[config.mk]
export PLATFORM = sky130hd
export DESIGN_NAME = mixed_fraction_add_sub
export DESIGN_NICKNAME = d
export VERILOG_FILES = /design/src/rtl/mfas_pkg.sv /design/src/rtl/mfas_smac.sv /design/src/rtl/mfas_div.sv /design/src/rtl/mfas_gcd.sv /design/src/rtl/mixed_fraction_add_sub.sv
export SDC_FILE = /design/constraint.sdc
export NUM_CORES = 2
export LEC_CHECK = 0
export BUFFER_PORTS_ARGS = -buffer_cell sky130_fd_sc_hd__buf_2
export CAP_MARGIN = 10
export CORE_MARGIN = 2
export CORE_UTILIZATION = 30
export CTS_BUF_LIST = sky130_fd_sc_hd__clkbuf_8
export DETAILED_ROUTE_END_ITERATION = 8
export SLEW_MARGIN = 10
export SYNTH_ARGS = -nofsm -noshare
export SYNTH_HDL_FRONTEND = slang
export SYNTH_SLANG_ARGS = --single-unit
[constraint.sdc]
create_clock -name clk -period 8.95 [get_ports clk]
set_input_delay 0.4475 -clock clk [delete_from_list [all_inputs] [get_ports clk]]
set_output_delay 0.4475 -clock clk [all_outputs]
set_load 0.05 [all_outputs]
[src/rtl/mfas_pkg.sv]
// ----------------------------------------------------------------------------
// mfas_pkg
// Shared widths, action codes and the operand check for the mixed fraction
// add/subtract block.
// ----------------------------------------------------------------------------
package mfas_pkg;

  localparam int W_IN   = 16;
  localparam int W_ACT  = 2;
  localparam int W_ACC  = 50;
  localparam int W_DEN  = 32;
  localparam int W_NUM  = 34;
  localparam int W_RDEN = 33;
  localparam int W_CNTM = 4;
  localparam int W_CNTD = 6;
  localparam int W_K    = 5;

  localparam logic [W_ACT-1:0] ACT_NORM = 2'd0;
  localparam logic [W_ACT-1:0] ACT_ADD  = 2'd1;
  localparam logic [W_ACT-1:0] ACT_SUB  = 2'd2;

  function automatic logic opnd_ok(logic signed [W_IN-1:0] w,
                                   logic signed [W_IN-1:0] n,
                                   logic [W_IN-1:0] d);
    return !(((n != '0) && (d == '0)) || (n[W_IN-1] && (w != '0)));
  endfunction

endpackage

[src/rtl/mfas_smac.sv]
// ----------------------------------------------------------------------------
// mfas_smac
// Bit-serial multiply-accumulate: acc = init + a * b, one bit of b per cycle.
// ----------------------------------------------------------------------------
module mfas_smac (
  input  logic                              clk,
  input  logic                              rst_n,
  input  logic                              start,
  input  logic signed [mfas_pkg::W_ACC-1:0] a,
  input  logic [mfas_pkg::W_IN-1:0]         b,
  input  logic signed [mfas_pkg::W_ACC-1:0] init,
  output logic                              done,
  output logic signed [mfas_pkg::W_ACC-1:0] acc
);
  import mfas_pkg::*;

  localparam logic [W_CNTM-1:0] CNT_LAST = W_CNTM'(W_IN - 1);

  logic                     run_r;
  logic                     done_r;
  logic [W_CNTM-1:0]        cnt_r;
  logic signed [W_ACC-1:0]  a_r;
  logic [W_IN-1:0]          b_r;
  logic signed [W_ACC-1:0]  acc_r;

  always_ff @(posedge clk) begin
    if (!rst_n) begin
      run_r  <= 1'b0;
      done_r <= 1'b0;
      cnt_r  <= '0;
    end else begin
      done_r <= run_r && (cnt_r == CNT_LAST);
      if (start) begin
        run_r <= 1'b1;
        cnt_r <= '0;
      end else if (run_r) begin
        if (cnt_r == CNT_LAST) run_r <= 1'b0;
        cnt_r <= cnt_r + 1'b1;
      end
    end
  end

  always_ff @(posedge clk) begin
    if (start) begin
      a_r   <= a;
      b_r   <= b;
      acc_r <= init;
    end else if (run_r) begin
      if (b_r[0]) acc_r <= acc_r + a_r;
      a_r <= a_r <<< 1;
      b_r <= b_r >> 1;
    end
  end

  assign done = done_r;
  assign acc  = acc_r;

endmodule

[src/rtl/mfas_div.sv]
// ----------------------------------------------------------------------------
// mfas_div
// Restoring divider, one quotient bit per cycle.
// ----------------------------------------------------------------------------
module mfas_div (
  input  logic                        clk,
  input  logic                        rst_n,
  input  logic                        start,
  input  logic [mfas_pkg::W_ACC-1:0]  dividend,
  input  logic [mfas_pkg::W_DEN-1:0]  divisor,
  output logic                        done,
  output logic [mfas_pkg::W_ACC-1:0]  quo,
  output logic [mfas_pkg::W_DEN-1:0]  rem
);
  import mfas_pkg::*;

  localparam logic [W_CNTD-1:0] CNT_LAST = W_CNTD'(W_ACC - 1);

  logic               run_r;
  logic               done_r;
  logic [W_CNTD-1:0]  cnt_r;
  logic [W_ACC-1:0]   q_r;
  logic [W_DEN-1:0]   rem_r;
  logic [W_DEN-1:0]   div_r;
  logic [W_DEN:0]     trial;
  logic               ge;
  logic [W_DEN:0]     diff;

  assign trial = {rem_r, q_r[W_ACC-1]};
  assign ge    = trial >= {1'b0, div_r};
  assign diff  = trial - {1'b0, div_r};

  always_ff @(posedge clk) begin
    if (!rst_n) begin
      run_r  <= 1'b0;
      done_r <= 1'b0;
      cnt_r  <= '0;
    end else begin
      done_r <= run_r && (cnt_r == CNT_LAST);
      if (start) begin
        run_r <= 1'b1;
        cnt_r <= '0;
      end else if (run_r) begin
        if (cnt_r == CNT_LAST) run_r <= 1'b0;
        cnt_r <= cnt_r + 1'b1;
      end
    end
  end

  always_ff @(posedge clk) begin
    if (start) begin
      q_r   <= dividend;
      rem_r <= '0;
      div_r <= divisor;
    end else if (run_r) begin
      rem_r <= ge ? diff[W_DEN-1:0] : trial[W_DEN-1:0];
      q_r   <= {q_r[W_ACC-2:0], ge};
    end
  end

  assign done = done_r;
  assign quo  = q_r;
  assign rem  = rem_r;

endmodule

[src/rtl/mfas_gcd.sv]
// ----------------------------------------------------------------------------
// mfas_gcd
// Binary GCD of two nonzero values, one shift or subtract per cycle.
// ----------------------------------------------------------------------------
module mfas_gcd (
  input  logic                        clk,
  input  logic                        rst_n,
  input  logic                        start,
  input  logic [mfas_pkg::W_DEN-1:0]  a,
  input  logic [mfas_pkg::W_DEN-1:0]  b,
  output logic                        done,
  output logic [mfas_pkg::W_DEN-1:0]  g
);
  import mfas_pkg::*;

  logic             run_r;
  logic             done_r;
  logic [W_DEN-1:0] a_r;
  logic [W_DEN-1:0] b_r;
  logic [W_K-1:0]   k_r;
  logic [W_DEN-1:0] g_r;
  logic             fin;

  assign fin = (a_r == '0) || (b_r == '0);

  always_ff @(posedge clk) begin
    if (!rst_n) begin
      run_r  <= 1'b0;
      done_r <= 1'b0;
    end else begin
      done_r <= run_r && fin;
      if (start) run_r <= 1'b1;
      else if (run_r && fin) run_r <= 1'b0;
    end
  end

  always_ff @(posedge clk) begin
    if (start) begin
      a_r <= a;
      b_r <= b;
      k_r <= '0;
    end else if (run_r) begin
      if (fin) begin
        g_r <= (a_r | b_r) << k_r;
      end else if (!a_r[0] && !b_r[0]) begin
        a_r <= a_r >> 1;
        b_r <= b_r >> 1;
        k_r <= k_r + 1'b1;
      end else if (!a_r[0]) begin
        a_r <= a_r >> 1;
      end else if (!b_r[0]) begin
        b_r <= b_r >> 1;
      end else if (a_r >= b_r) begin
        a_r <= a_r - b_r;
      end else begin
        b_r <= b_r - a_r;
      end
    end
  end

  assign done = done_r;
  assign g    = g_r;

endmodule

[src/rtl/mixed_fraction_add_sub.sv]
// ----------------------------------------------------------------------------
// mixed_fraction_add_sub
// Mixed number normalize/add/subtract, reduced to lowest terms.
// An invalid item goes straight to the output register stage; a valid one runs
// two rounds of 16-step serial multiplies and a 50-step serial divide and,
// when the remainder is nonzero, the binary GCD loop and then two 50-step
// serial divides side by side.
// Throughput: one item at a time; the next item is taken the cycle after the
// result is handed to the output register. Reset clears all control state.
// ----------------------------------------------------------------------------
module mixed_fraction_add_sub (
  input  logic                                clk,
  input  logic                                rst_n,
  input  logic                                in_valid,
  output logic                                in_ready,
  input  logic [mfas_pkg::W_ACT-1:0]          in_action,
  input  logic signed [mfas_pkg::W_IN-1:0]    in_first_whole,
  input  logic signed [mfas_pkg::W_IN-1:0]    in_first_numerator,
  input  logic [mfas_pkg::W_IN-1:0]           in_first_denominator,
  input  logic signed [mfas_pkg::W_IN-1:0]    in_second_whole,
  input  logic signed [mfas_pkg::W_IN-1:0]    in_second_numerator,
  input  logic [mfas_pkg::W_IN-1:0]           in_second_denominator,
  output logic                                out_valid,
  input  logic                                out_ready,
  output logic signed [mfas_pkg::W_ACC-1:0]   out_result_whole,
  output logic signed [mfas_pkg::W_NUM-1:0]   out_result_numerator,
  output logic [mfas_pkg::W_RDEN-1:0]         out_result_denominator,
  output logic                                out_error
);
  import mfas_pkg::*;

  localparam logic [2:0] S_IDLE = 3'd0;
  localparam logic [2:0] S_MUL1 = 3'd1;
  localparam logic [2:0] S_MUL2 = 3'd2;
  localparam logic [2:0] S_DIV1 = 3'd3;
  localparam logic [2:0] S_GCD  = 3'd4;
  localparam logic [2:0] S_DIV2 = 3'd5;
  localparam logic [2:0] S_DONE = 3'd6;

  logic [2:0]              state_r;
  logic [W_ACT-1:0]        act_r;
  logic [W_IN-1:0]         d1p_r;
  logic [W_IN-1:0]         d2p_r;
  logic                    neg_r;
  logic [W_DEN-1:0]        den_r;
  logic [W_DEN-1:0]        r_r;
  logic [W_ACC-1:0]        q_r;
  logic signed [W_ACC-1:0] st_whole_r;
  logic signed [W_NUM-1:0] st_num_r;
  logic [W_RDEN-1:0]       st_den_r;
  logic                    st_err_r;
  logic                    out_valid_r;
  logic signed [W_ACC-1:0] out_whole_r;
  logic signed [W_NUM-1:0] out_num_r;
  logic [W_RDEN-1:0]       out_den_r;
  logic                    out_err_r;

  logic                    acc_in;
  logic                    out_load;
  logic                    ok;
  logic [W_IN-1:0]         d1p;
  logic [W_IN-1:0]         d2p;
  logic signed [W_ACC-1:0] n1_ext;
  logic signed [W_ACC-1:0] n2_ext;
  logic [W_IN-1:0]         b_cross;

  logic                    x_start, y_start, z_start;
  logic signed [W_ACC-1:0] x_a, y_a, x_init, y_init;
  logic [W_IN-1:0]         x_b, y_b;
  logic                    x_done, y_done, z_done;
  logic signed [W_ACC-1:0] x_acc, y_acc, z_acc;

  logic signed [W_ACC-1:0] num_c;
  logic [W_ACC-1:0]        mag_c;

  logic                    da_start, db_start, da_done, db_done;
  logic [W_ACC-1:0]        da_dvd, da_q, db_q;
  logic [W_DEN-1:0]        da_dvs, da_r, db_r;
  logic                    g_start, g_done;
  logic [W_DEN-1:0]        g_val;
  logic [W_ACC-1:0]        whole_c;
  logic [W_NUM-1:0]        rn_c;

  assign in_ready = (state_r == S_IDLE);
  assign acc_in   = in_valid && in_ready;
  assign out_load = (state_r == S_DONE) && (!out_valid_r || out_ready);

  assign ok = opnd_ok(in_first_whole, in_first_numerator, in_first_denominator)
           && ((in_action == ACT_NORM)
               || opnd_ok(in_second_whole, in_second_numerator, in_second_denominator))
           && ((in_action == ACT_NORM) || (in_action == ACT_ADD)
               || (in_action == ACT_SUB));

  assign d1p    = (in_first_denominator == '0) ? W_IN'(1) : in_first_denominator;
  assign d2p    = (in_second_denominator == '0) ? W_IN'(1) : in_second_denominator;
  assign n1_ext = W_ACC'(in_first_numerator);
  assign n2_ext = W_ACC'(in_second_numerator);
  assign b_cross = (act_r == ACT_NORM) ? W_IN'(1) : d2p_r;

  assign x_start = (acc_in && ok) || ((state_r == S_MUL1) && x_done);
  assign y_start = x_start;
  assign z_start = (state_r == S_MUL1) && x_done;
  assign x_a     = (state_r == S_IDLE) ? W_ACC'(in_first_whole) : x_acc;
  assign y_a     = (state_r == S_IDLE) ? W_ACC'(in_second_whole) : y_acc;
  assign x_b     = (state_r == S_IDLE) ? d1p : b_cross;
  assign y_b     = (state_r == S_IDLE) ? d2p : d1p_r;
  assign x_init  = (state_r != S_IDLE) ? '0 :
                   (in_first_whole[W_IN-1] ? -n1_ext : n1_ext);
  assign y_init  = (state_r != S_IDLE) ? '0 :
                   (in_second_whole[W_IN-1] ? -n2_ext : n2_ext);

  mfas_smac u_mac_x (
    .clk (clk), .rst_n (rst_n), .start (x_start), .a (x_a), .b (x_b),
    .init (x_init), .done (x_done), .acc (x_acc)
  );

  mfas_smac u_mac_y (
    .clk (clk), .rst_n (rst_n), .start (y_start), .a (y_a), .b (y_b),
    .init (y_init), .done (y_done), .acc (y_acc)
  );

  mfas_smac u_mac_z (
    .clk (clk), .rst_n (rst_n), .start (z_start), .a (W_ACC'(d1p_r)),
    .b (b_cross), .init ('0), .done (z_done), .acc (z_acc)
  );

  always_comb begin
    case (act_r)
      ACT_ADD: num_c = x_acc + y_acc;
      ACT_SUB: num_c = x_acc - y_acc;
      default: num_c = x_acc;
    endcase
  end
  assign mag_c = num_c[W_ACC-1] ? W_ACC'(-num_c) : W_ACC'(num_c);

  assign da_start = ((state_r == S_MUL2) && z_done) || ((state_r == S_GCD) && g_done);
  assign db_start = (state_r == S_GCD) && g_done;
  assign da_dvd   = (state_r == S_MUL2) ? mag_c : W_ACC'(r_r);
  assign da_dvs   = (state_r == S_MUL2) ? z_acc[W_DEN-1:0] : g_val;
  assign g_start  = (state_r == S_DIV1) && da_done && (da_r != '0);

  mfas_div u_div_a (
    .clk (clk), .rst_n (rst_n), .start (da_start), .dividend (da_dvd),
    .divisor (da_dvs), .done (da_done), .quo (da_q), .rem (da_r)
  );

  mfas_div u_div_b (
    .clk (clk), .rst_n (rst_n), .start (db_start), .dividend (W_ACC'(den_r)),
    .divisor (g_val), .done (db_done), .quo (db_q), .rem (db_r)
  );

  mfas_gcd u_gcd (
    .clk (clk), .rst_n (rst_n), .start (g_start), .a (den_r), .b (da_r),
    .done (g_done), .g (g_val)
  );

  assign whole_c = neg_r ? -q_r : q_r;
  assign rn_c    = (neg_r && (q_r == '0)) ? -da_q[W_NUM-1:0] : da_q[W_NUM-1:0];

  always_ff @(posedge clk) begin
    if (!rst_n) begin
      state_r     <= S_IDLE;
      out_valid_r <= 1'b0;
    end else begin
      if (out_load) out_valid_r <= 1'b1;
      else if (out_ready) out_valid_r <= 1'b0;
      case (state_r)
        S_IDLE: begin
          if (acc_in) state_r <= ok ? S_MUL1 : S_DONE;
        end
        S_MUL1: if (x_done) state_r <= S_MUL2;
        S_MUL2: if (z_done) state_r <= S_DIV1;
        S_DIV1: begin
          if (da_done) state_r <= (da_r == '0) ? S_DONE : S_GCD;
        end
        S_GCD:  if (g_done) state_r <= S_DIV2;
        S_DIV2: if (da_done) state_r <= S_DONE;
        S_DONE: begin
          if (out_load) state_r <= S_IDLE;
        end
        default: state_r <= S_IDLE;
      endcase
    end
  end

  always_ff @(posedge clk) begin
    if (acc_in) begin
      act_r      <= in_action;
      d1p_r      <= d1p;
      d2p_r      <= d2p;
      st_whole_r <= '0;
      st_num_r   <= '0;
      st_den_r   <= '0;
      st_err_r   <= !ok;
    end
    if ((state_r == S_MUL2) && z_done) begin
      neg_r <= num_c[W_ACC-1];
      den_r <= z_acc[W_DEN-1:0];
    end
    if ((state_r == S_DIV1) && da_done) begin
      q_r        <= da_q;
      r_r        <= da_r;
      st_whole_r <= neg_r ? -da_q : da_q;
    end
    if ((state_r == S_DIV2) && da_done) begin
      st_whole_r <= whole_c;
      st_num_r   <= rn_c;
      st_den_r   <= db_q[W_RDEN-1:0];
    end
    if (out_load) begin
      out_whole_r <= st_whole_r;
      out_num_r   <= st_num_r;
      out_den_r   <= st_den_r;
      out_err_r   <= st_err_r;
    end
  end

  assign out_valid              = out_valid_r;
  assign out_result_whole       = out_whole_r;
  assign out_result_numerator   = out_num_r;
  assign out_result_denominator = out_den_r;
  assign out_error              = out_err_r;

  a_err_zero: assert property (@(posedge clk) disable iff (!rst_n)
    (out_valid && out_error) |-> ((out_result_whole == '0)
      && (out_result_numerator == '0) && (out_result_denominator == '0)))
    else $error("error item carries nonzero fields");

  a_den_num: assert property (@(posedge clk) disable iff (!rst_n)
    (out_valid && (out_result_denominator == '0)) |-> (out_result_numerator == '0))
    else $error("numerator without denominator");

  a_bad_fast: assert property (@(posedge clk) disable iff (!rst_n)
    (acc_in && !ok) |=> (state_r == S_DONE))
    else $error("invalid item not sent straight to output");

  a_rem_lt: assert property (@(posedge clk) disable iff (!rst_n)
    ((state_r == S_DIV1) && da_done) |-> (da_r < den_r))
    else $error("remainder not below denominator");

  a_div_sync: assert property (@(posedge clk) disable iff (!rst_n)
    (state_r == S_DIV2) |-> ((da_done == db_done) && (!db_done || (db_r == '0))))
    else $error("reduction dividers out of step");

  a_mac_sync: assert property (@(posedge clk) disable iff (!rst_n)
    x_done == y_done)
    else $error("cross multipliers out of step");

endmodule

# After elaboration in Yosys (flattened, before gate mapping)
# Index checks and enable logic that the tools add are counted.
dict set report totals {
  reg_bits 1100
  in_bits 102
  out_inout_bits 120
  wordCells 280
}
dict set report classes {
  addsub 21
  n_lt_le_gt_ge 3
  eq_ne 26
  shift 1
  muxes 92
  n_bitwise 4
  n_reduce_logical 78
}
# cell count
set op_table {}
lappend op_table {{$mux W50} 25}
lappend op_table {{$mux W32} 19}
lappend op_table {{$neg A50 Y50} 5}
lappend op_table {{$mux W16} 13}
lappend op_table {{$add A50 B50 Y50} 4}
lappend op_table {{$sub A32 B32 Y32} 4}
lappend op_table {{$mux W34} 3}
lappend op_table {{$pmux W50 S2} 1}
lappend op_table {{$logic_not A32 Y1} 3}
lappend op_table {{$ge A33 B32 Y1} 2}
lappend op_table {{$mux W33} 2}
lappend op_table {{$reduce_bool A16 Y1} 4}
lappend op_table {{$logic_not A50 Y1} 1}
lappend op_table {{$sub A50 B50 Y50} 1}
lappend op_table {{$neg A34 Y34} 1}
lappend op_table {{$ge A32 B32 Y1} 1}
lappend op_table {{$logic_not A16 Y1} 2}
lappend op_table {{$or A32 B32 Y32} 1}
lappend op_table {{$reduce_bool A32 Y1} 1}
lappend op_table {{$shl A32 B5 Y32} 1}
lappend op_table {{$mux W3} 8}
lappend op_table {{$reduce_bool A2 Y1} 11}
lappend op_table {{$logic_and A1 B1 Y1} 21}
lappend op_table {{$pmux W3 S7} 1}
lappend op_table {{other kinds (26)} 90}

# Logic depth before layout (Yosys ltp)
dict set report depth {
  depth_word 11
  depth_mapped 28
  mapped_depth_nobuf 25
}

# Hierarchy
# From an unflattened synthesis, not the netlist that was laid out.
dict set report hier_totals {
  hier_cells 7491
  area_unflattened_um2 73076.3
}
# mod n_inst cells_each area_per_inst_um2 seq_area_each_um2
set modules_own_cells {}
lappend modules_own_cells {mixed_fraction_add_sub 1 2815 25792.2 11641.2}
lappend modules_own_cells {mfas_smac 3 758 7986.4 3603.5}
lappend modules_own_cells {mfas_div 2 621 6627.6 3263.1}
lappend modules_own_cells {mfas_gcd 1 1160 10069.7 3022.9}

# Worst setup path after synthesis
# No wires, ideal clock.
dict set report synth_path {
  kind {reg2reg}
  from {reg state_r[2]}
  to {reg out_err_r, in the netlist out_error (enable)}
  setup_time_ps 596
  arrival_ps 5862
  setup_slack_ps 2492
  stages_incl_launch_ff 5
  synth_period_minus_slack_ps 6458
  cell_sequence {dfxtp_1 -> clkbuf_1 -> clkbuf_1 -> nand2_1 -> nor2_1}
}
dict set report synth_between {
  elab_chain_cells 2
}
# item line_no
set synth_rtl {}
lappend synth_rtl {{from (decl)} mixed_fraction_add_sub.sv:40} ;# logic [2:0] state_r;
lappend synth_rtl {{from (signal assigned)} mixed_fraction_add_sub.sv:169} ;# if (acc_in) state_r <= ok ? S_MUL1 : S_DONE;
lappend synth_rtl {{from (signal assigned)} mixed_fraction_add_sub.sv:174} ;# if (da_done) state_r <= (da_r == '0) ? S_DONE : S_GCD;
lappend synth_rtl {{$eq A3 B3 Y1} mixed_fraction_add_sub.sv:86} ;# assign out_load = (state_r == S_DONE) && (!out_valid_r || out_ready);
lappend synth_rtl {{$logic_and A1 B1 Y1} mixed_fraction_add_sub.sv:86}
lappend synth_rtl {{named net out_load} mixed_fraction_add_sub.sv:59} ;# logic out_load;
lappend synth_rtl {{to (signal assigned)} mixed_fraction_add_sub.sv:214} ;# out_err_r <= st_err_r;
lappend synth_rtl {{to (decl)} mixed_fraction_add_sub.sv:56} ;# logic out_err_r;
# The timed path passes the listed nets, and every way through them passes these cells.
# A chain may end at the register's enable or synchronous reset.

# Worst setup path in the final report
dict set report layout_path {
  from {reg u_mac_y.acc_r[1], in the netlist u_mac_y.acc[1]}
  to {reg u_div_a.q_r[12], in the netlist u_div_a.quo[12], data pin}
}
dict set report layout_between {
  elab_chain_cells 6
  elab_cells_between_ends 7
  cone_classes {add/sub (3); mux (4)}
}
# item line_no
set layout_rtl {}
lappend layout_rtl {{from (decl)} mfas_smac.sv:24} ;# logic signed [W_ACC-1:0] acc_r;
lappend layout_rtl {{from (signal assigned)} mfas_smac.sv:47} ;# acc_r <= init;
lappend layout_rtl {{from (signal assigned)} mfas_smac.sv:49} ;# if (b_r[0]) acc_r <= acc_r + a_r;
lappend layout_rtl {{$sub A50 B50 Y50 / $add A50 B50 Y50 (equally long branches)} {mixed_fraction_add_sub.sv:130, mixed_fraction_add_sub.sv:129}}
lappend layout_rtl {{$pmux W50 S2 (*)} mixed_fraction_add_sub.sv:128} ;# case (act_r)
lappend layout_rtl {{$neg A50 Y50} mixed_fraction_add_sub.sv:134} ;# assign mag_c = num_c[W_ACC-1] ? W_ACC'(-num_c) : W_ACC'(num_c);
lappend layout_rtl {{$mux W50 (*)} mixed_fraction_add_sub.sv:134}
lappend layout_rtl {{$mux W50 (*)} mixed_fraction_add_sub.sv:138} ;# assign da_dvd = (state_r == S_MUL2) ? mag_c : W_ACC'(r_r);
lappend layout_rtl {{$mux W50 (*)} mfas_div.sv:51} ;# if (start) begin
lappend layout_rtl {{to (signal assigned)} mfas_div.sv:52} ;# q_r <= dividend;
lappend layout_rtl {{to (signal assigned)} mfas_div.sv:57} ;# q_r <= {q_r[W_ACC-2:0], ge};
lappend layout_rtl {{to (decl)} mfas_div.sv:22} ;# logic [W_ACC-1:0] q_r;
# Every way passes the cells marked *; elsewhere a longest branch is shown, timed or not.

==> impl_metrics.py <==
metrics = {
    "detailed_routing": {
        "avgRoutedWirePerCell_um": 20.66,
        "post_drt_via_cell_ratio": 5.328,
        "drt_iter0_markers": 5592,
        "num_vias": 53410,
        "route.detailed.drc": 0,
        "drt_pre_antenna_iters": 6,
        "antenna_violating_nets_post_route": 0,
        "wirelength_mm": 207.1,
    },
    "finish": {
        "post-route-cell-area_um2": 73680,
        "layout_commonest_cell": "edfxtp_1",
        "layout.filler_cells": 22030,
        "multiInputGateArea_um2": 32910,
        "postLayoutCoreUtil": 0.3393,
        "num-nets-final": 7481,
        "syn2layout_area_growth_pct": 12.45,
        "layout_common_cells": "891 x edfxtp_1, 725 x nand2_1, 717 x nor2_1",
        "final_layout_size_suffix_gt1_frac": 0.08978,
        "register_area_um2": 30230,
    },
    "run": {
        "max_capacitance_violation_count": 0,
    },
    "placed_design": {
        "routability_congestion": 0.9284,
        "detailedPlace.worstSlack_ns": 1.502,
        "hpwl_mm": 154.4,
        "placed_cell_area_um2": 69320,
        "numPortBuffers": 221,
    },
    "power": {
        "worst_ir_drop_vdd_v": 0.0001669,
        "leakagePower_nw": 28.17,
        "power_per_cell_area_nw_per_um2": 229.9,
    },
    "sta": {
        "post-route-period-util": 0.8335,
        "final-setup-viol-count": 0,
        "final_max_slew_violation_count": 0,
        "finalSetupTns_ns": 0,
        "slew-limit-headroom": 0.1886,
        "timing.final.hold_violations": 0,
        "grt_setup_unrepaired": "no",
        "post-route-min-period_ns": 7.459,
        "fin_worst_skew_ns": 0.05204,
        "final.setup.worst_slack_ns": 1.491,
        "tightest_slew_ns": 1.209,
        "fmax_ghz": 0.1341,
    },
    "clock_network": {
        "insertion_delay_ns": 0.98,
        "post_cts.repair.setup_buffers": 0,
        "gates_resized_cts_repair": 0,
        "cts_inserted_buffers": 183,
        "cts_root_buf": "clkbuf_8",
        "cts_buffer_depth": 3,
        "cts_sinks": 1064,
        "cts_hold_repair.buffers": 78,
        "clkSlewWorstSetupHoldPaths_ns": 0.06,
        "tritoncts": "built",
        "htreeDepth": 4,
    },
    "synth": {
        "postSynth.asyncResetShare": 0,
        "synth_top_area_frac": 0.4083,
        "netlist-cell-type-count": 92,
        "post_synth.cell_area_avg_um2": 9.559,
        "synth_warnings": 0,
        "synth_seq_area_share": 0.4612,
        "ys_seq_elements": 1064,
        "mappedNetlistArea_um2": 65530,
        "ys_dominant_reg_cell": "edfxtp_1",
        "post_synth_inst_count": 6855,
        "largest_cells_by_area_after_synthesis": "edfxtp_1 41%, ha_1 6.9%, a21oi_1 5.4%",
        "synth_fp_nets": 7324,
        "synth_top_cell_by_area": "edfxtp_1",
        "synth_enable_flop_cells": 891,
    },
    "critical_path": {
        "critPathLaunchType": "register",
        "r2r_start": "u_mac_y.acc[1]",
        "critical_path.max_fanout": 20,
        "worstPathArrival_ns": 8.24,
        "critical_path_required_ns": 9.73,
        "cp-end-kind": "register",
        "reg2reg_depth": 25,
        "criticalPathCategory": "reg -> reg",
        "startpoint": "u_mac_y.acc[1]",
    },
    "grt": {
        "grt_max_degree": 230,
        "grt_first_pass_wirelength_mm": 309.8,
        "grtUsageTotal": 0.1791,
        "grt_antenna_before_repair": 24,
        "global_route_overflow": 0,
        "via_count_of_the_first_global_routing_pass": 49860,
    },
    "die": {
        "initial_core_util": 0.3017,
        "num_rows": 171,
        "floorplan.core_area_um2": 217200,
        "die-area_um2": 222200,
        "floorplan.die.height_um": 471.4,
        "ioPinCount": 222,
        "dieWidth_um": 471.4,
    },
    "hold_path": {
        "timing.hold.worst_path_depth": 4,
        "hold_start": "in_second_numerator[14]",
        "min-delay-path-class": "in -> reg",
    },
    "run_status": {
        "run_status": "completed",
    },
}
==> through the flow <==
step / std cells / total power (W) / hold WS [ns]
3_5_place_dp: 9602 / 0.01257 / 0.4045
5_1_grt: 10020 / 0.01794 / 0.04114
2_1_floorplan: 6855 / 0.01098 / 0.4003
4_1_cts: 10020 / 0.01698 / 0.004702
6_report: 10030 / 0.01694 / 0.08707
3_3_place_gp: 9602 / 0.01250 / 0.4034
==> state kept, by name (all words and copies together), names as in the netlist, 33 cells and up <==
name / flops
u_div_a.quo: 50
st_whole_r: 50
u_div_b.quo: 50
u_mac_y.a_r: 50
out_result_denominator: 33
st_den_r: 33
out_result_numerator: 34
u_mac_x.a_r: 50
u_mac_x.acc: 50
st_num_r: 34
q_r: 50
u_mac_y.acc: 50
out_result_whole: 50
==> kinds of logic (layout without fill, tap and decap cells) <==
| family | after synthesis | count (layout) | synth area share |
|---|---|---|---|
| adders and majority gates | 367 | 367 | 0.07099 |
| DFF | 1064 | 1064 | 0.4612 |
| and+or+nand+nor | 2212 | 2212 | 0.1551 |
| other | 0 | 9 | 0 |
| buffers and inverters | 666 | 973 | 0.03882 |
| xor gates and xnor gates | 499 | 499 | 0.06670 |
| muxes | 142 | 142 | 0.02841 |
| AOI/OAI and AO/OA | 1905 | 1905 | 0.1788 |
==> path summary, 6_finish.rpt <==
path                               to  slack, ns
max reg2reg           u_div_a.quo[12]       1.49
min                   u_mac_y.acc[14]       0.09
max                   u_div_a.quo[12]       1.49
min reg2reg  out_result_numerator[18]       0.42
==> synth_stat cells (74+ instances only) <==
cell / instances
mux2i_1: 96
nand2_1: 730
o31ai_1: 82
inv_1: 276
xnor2_1: 244
a31oi_1: 97
o21ai_0: 362
nor3_1: 98
a21oi_1: 708
dfxtp_1: 173
nor2_1: 723
ha_1: 359
edfxtp_1: 891
a21o_1: 177
xor2_1: 255
nand3_1: 119
clkbuf_1: 349
nor4_1: 74
==> layer usage <==
metal,vias up,share of wire,global-route usage
li1,25310,-,-
met1,25770,0.48,0.2725
met2,2046,0.42,0.2587
met3,276,0.080,0.03130
met4,12,0.020,0.04506
met5,-,0.00038,0
==> power by group <==
group	leakage (nW)	internal [W]	total (W)	switching [W]
clock	2.09	0.00222	0.00435	0.00212
sequential	9.51	0.00614	0.00656	0.000428
combinational	16.6	0.00218	0.00603	0.00386
==> cell type report <==
type,count,area share
Inverter,279,0.01428
Sequential cell,1064,0.4102
Multi-Input combinational cell,5125,0.4466
Tap cell,2854,0.04846
Timing Repair Buffer,359,0.03206
Clock inverter,130,0.009781
Antenna cell,9,0.0003057
Clock buffer,205,0.03829
==> critical path, stage by stage (launching register included) <==
cell       delay (ns)
edfxtp_1         0.48
inv_1            0.15
ha_1             0.21
nand2_1          0.07
nor2_1           0.16
and2_1           0.25
nand2_1          0.21
or3_1            0.44
nor4_1           0.80
a21oi_1          0.19
xnor2_1          0.19
ha_1             0.45
nand4_1          0.15
nor2_1           0.19
nand3_1          0.15
nor3_1           0.15
o31ai_1          0.16
a2111oi_0        0.78
o41ai_2          0.18
a221oi_1         0.26
and4_1           0.73
inv_2            0.33
o31ai_1          0.18
xor2_1           0.18
nand2_1          0.07
a21oi_1          0.17
No activity file was read; power rests on OpenSTA's default activity.
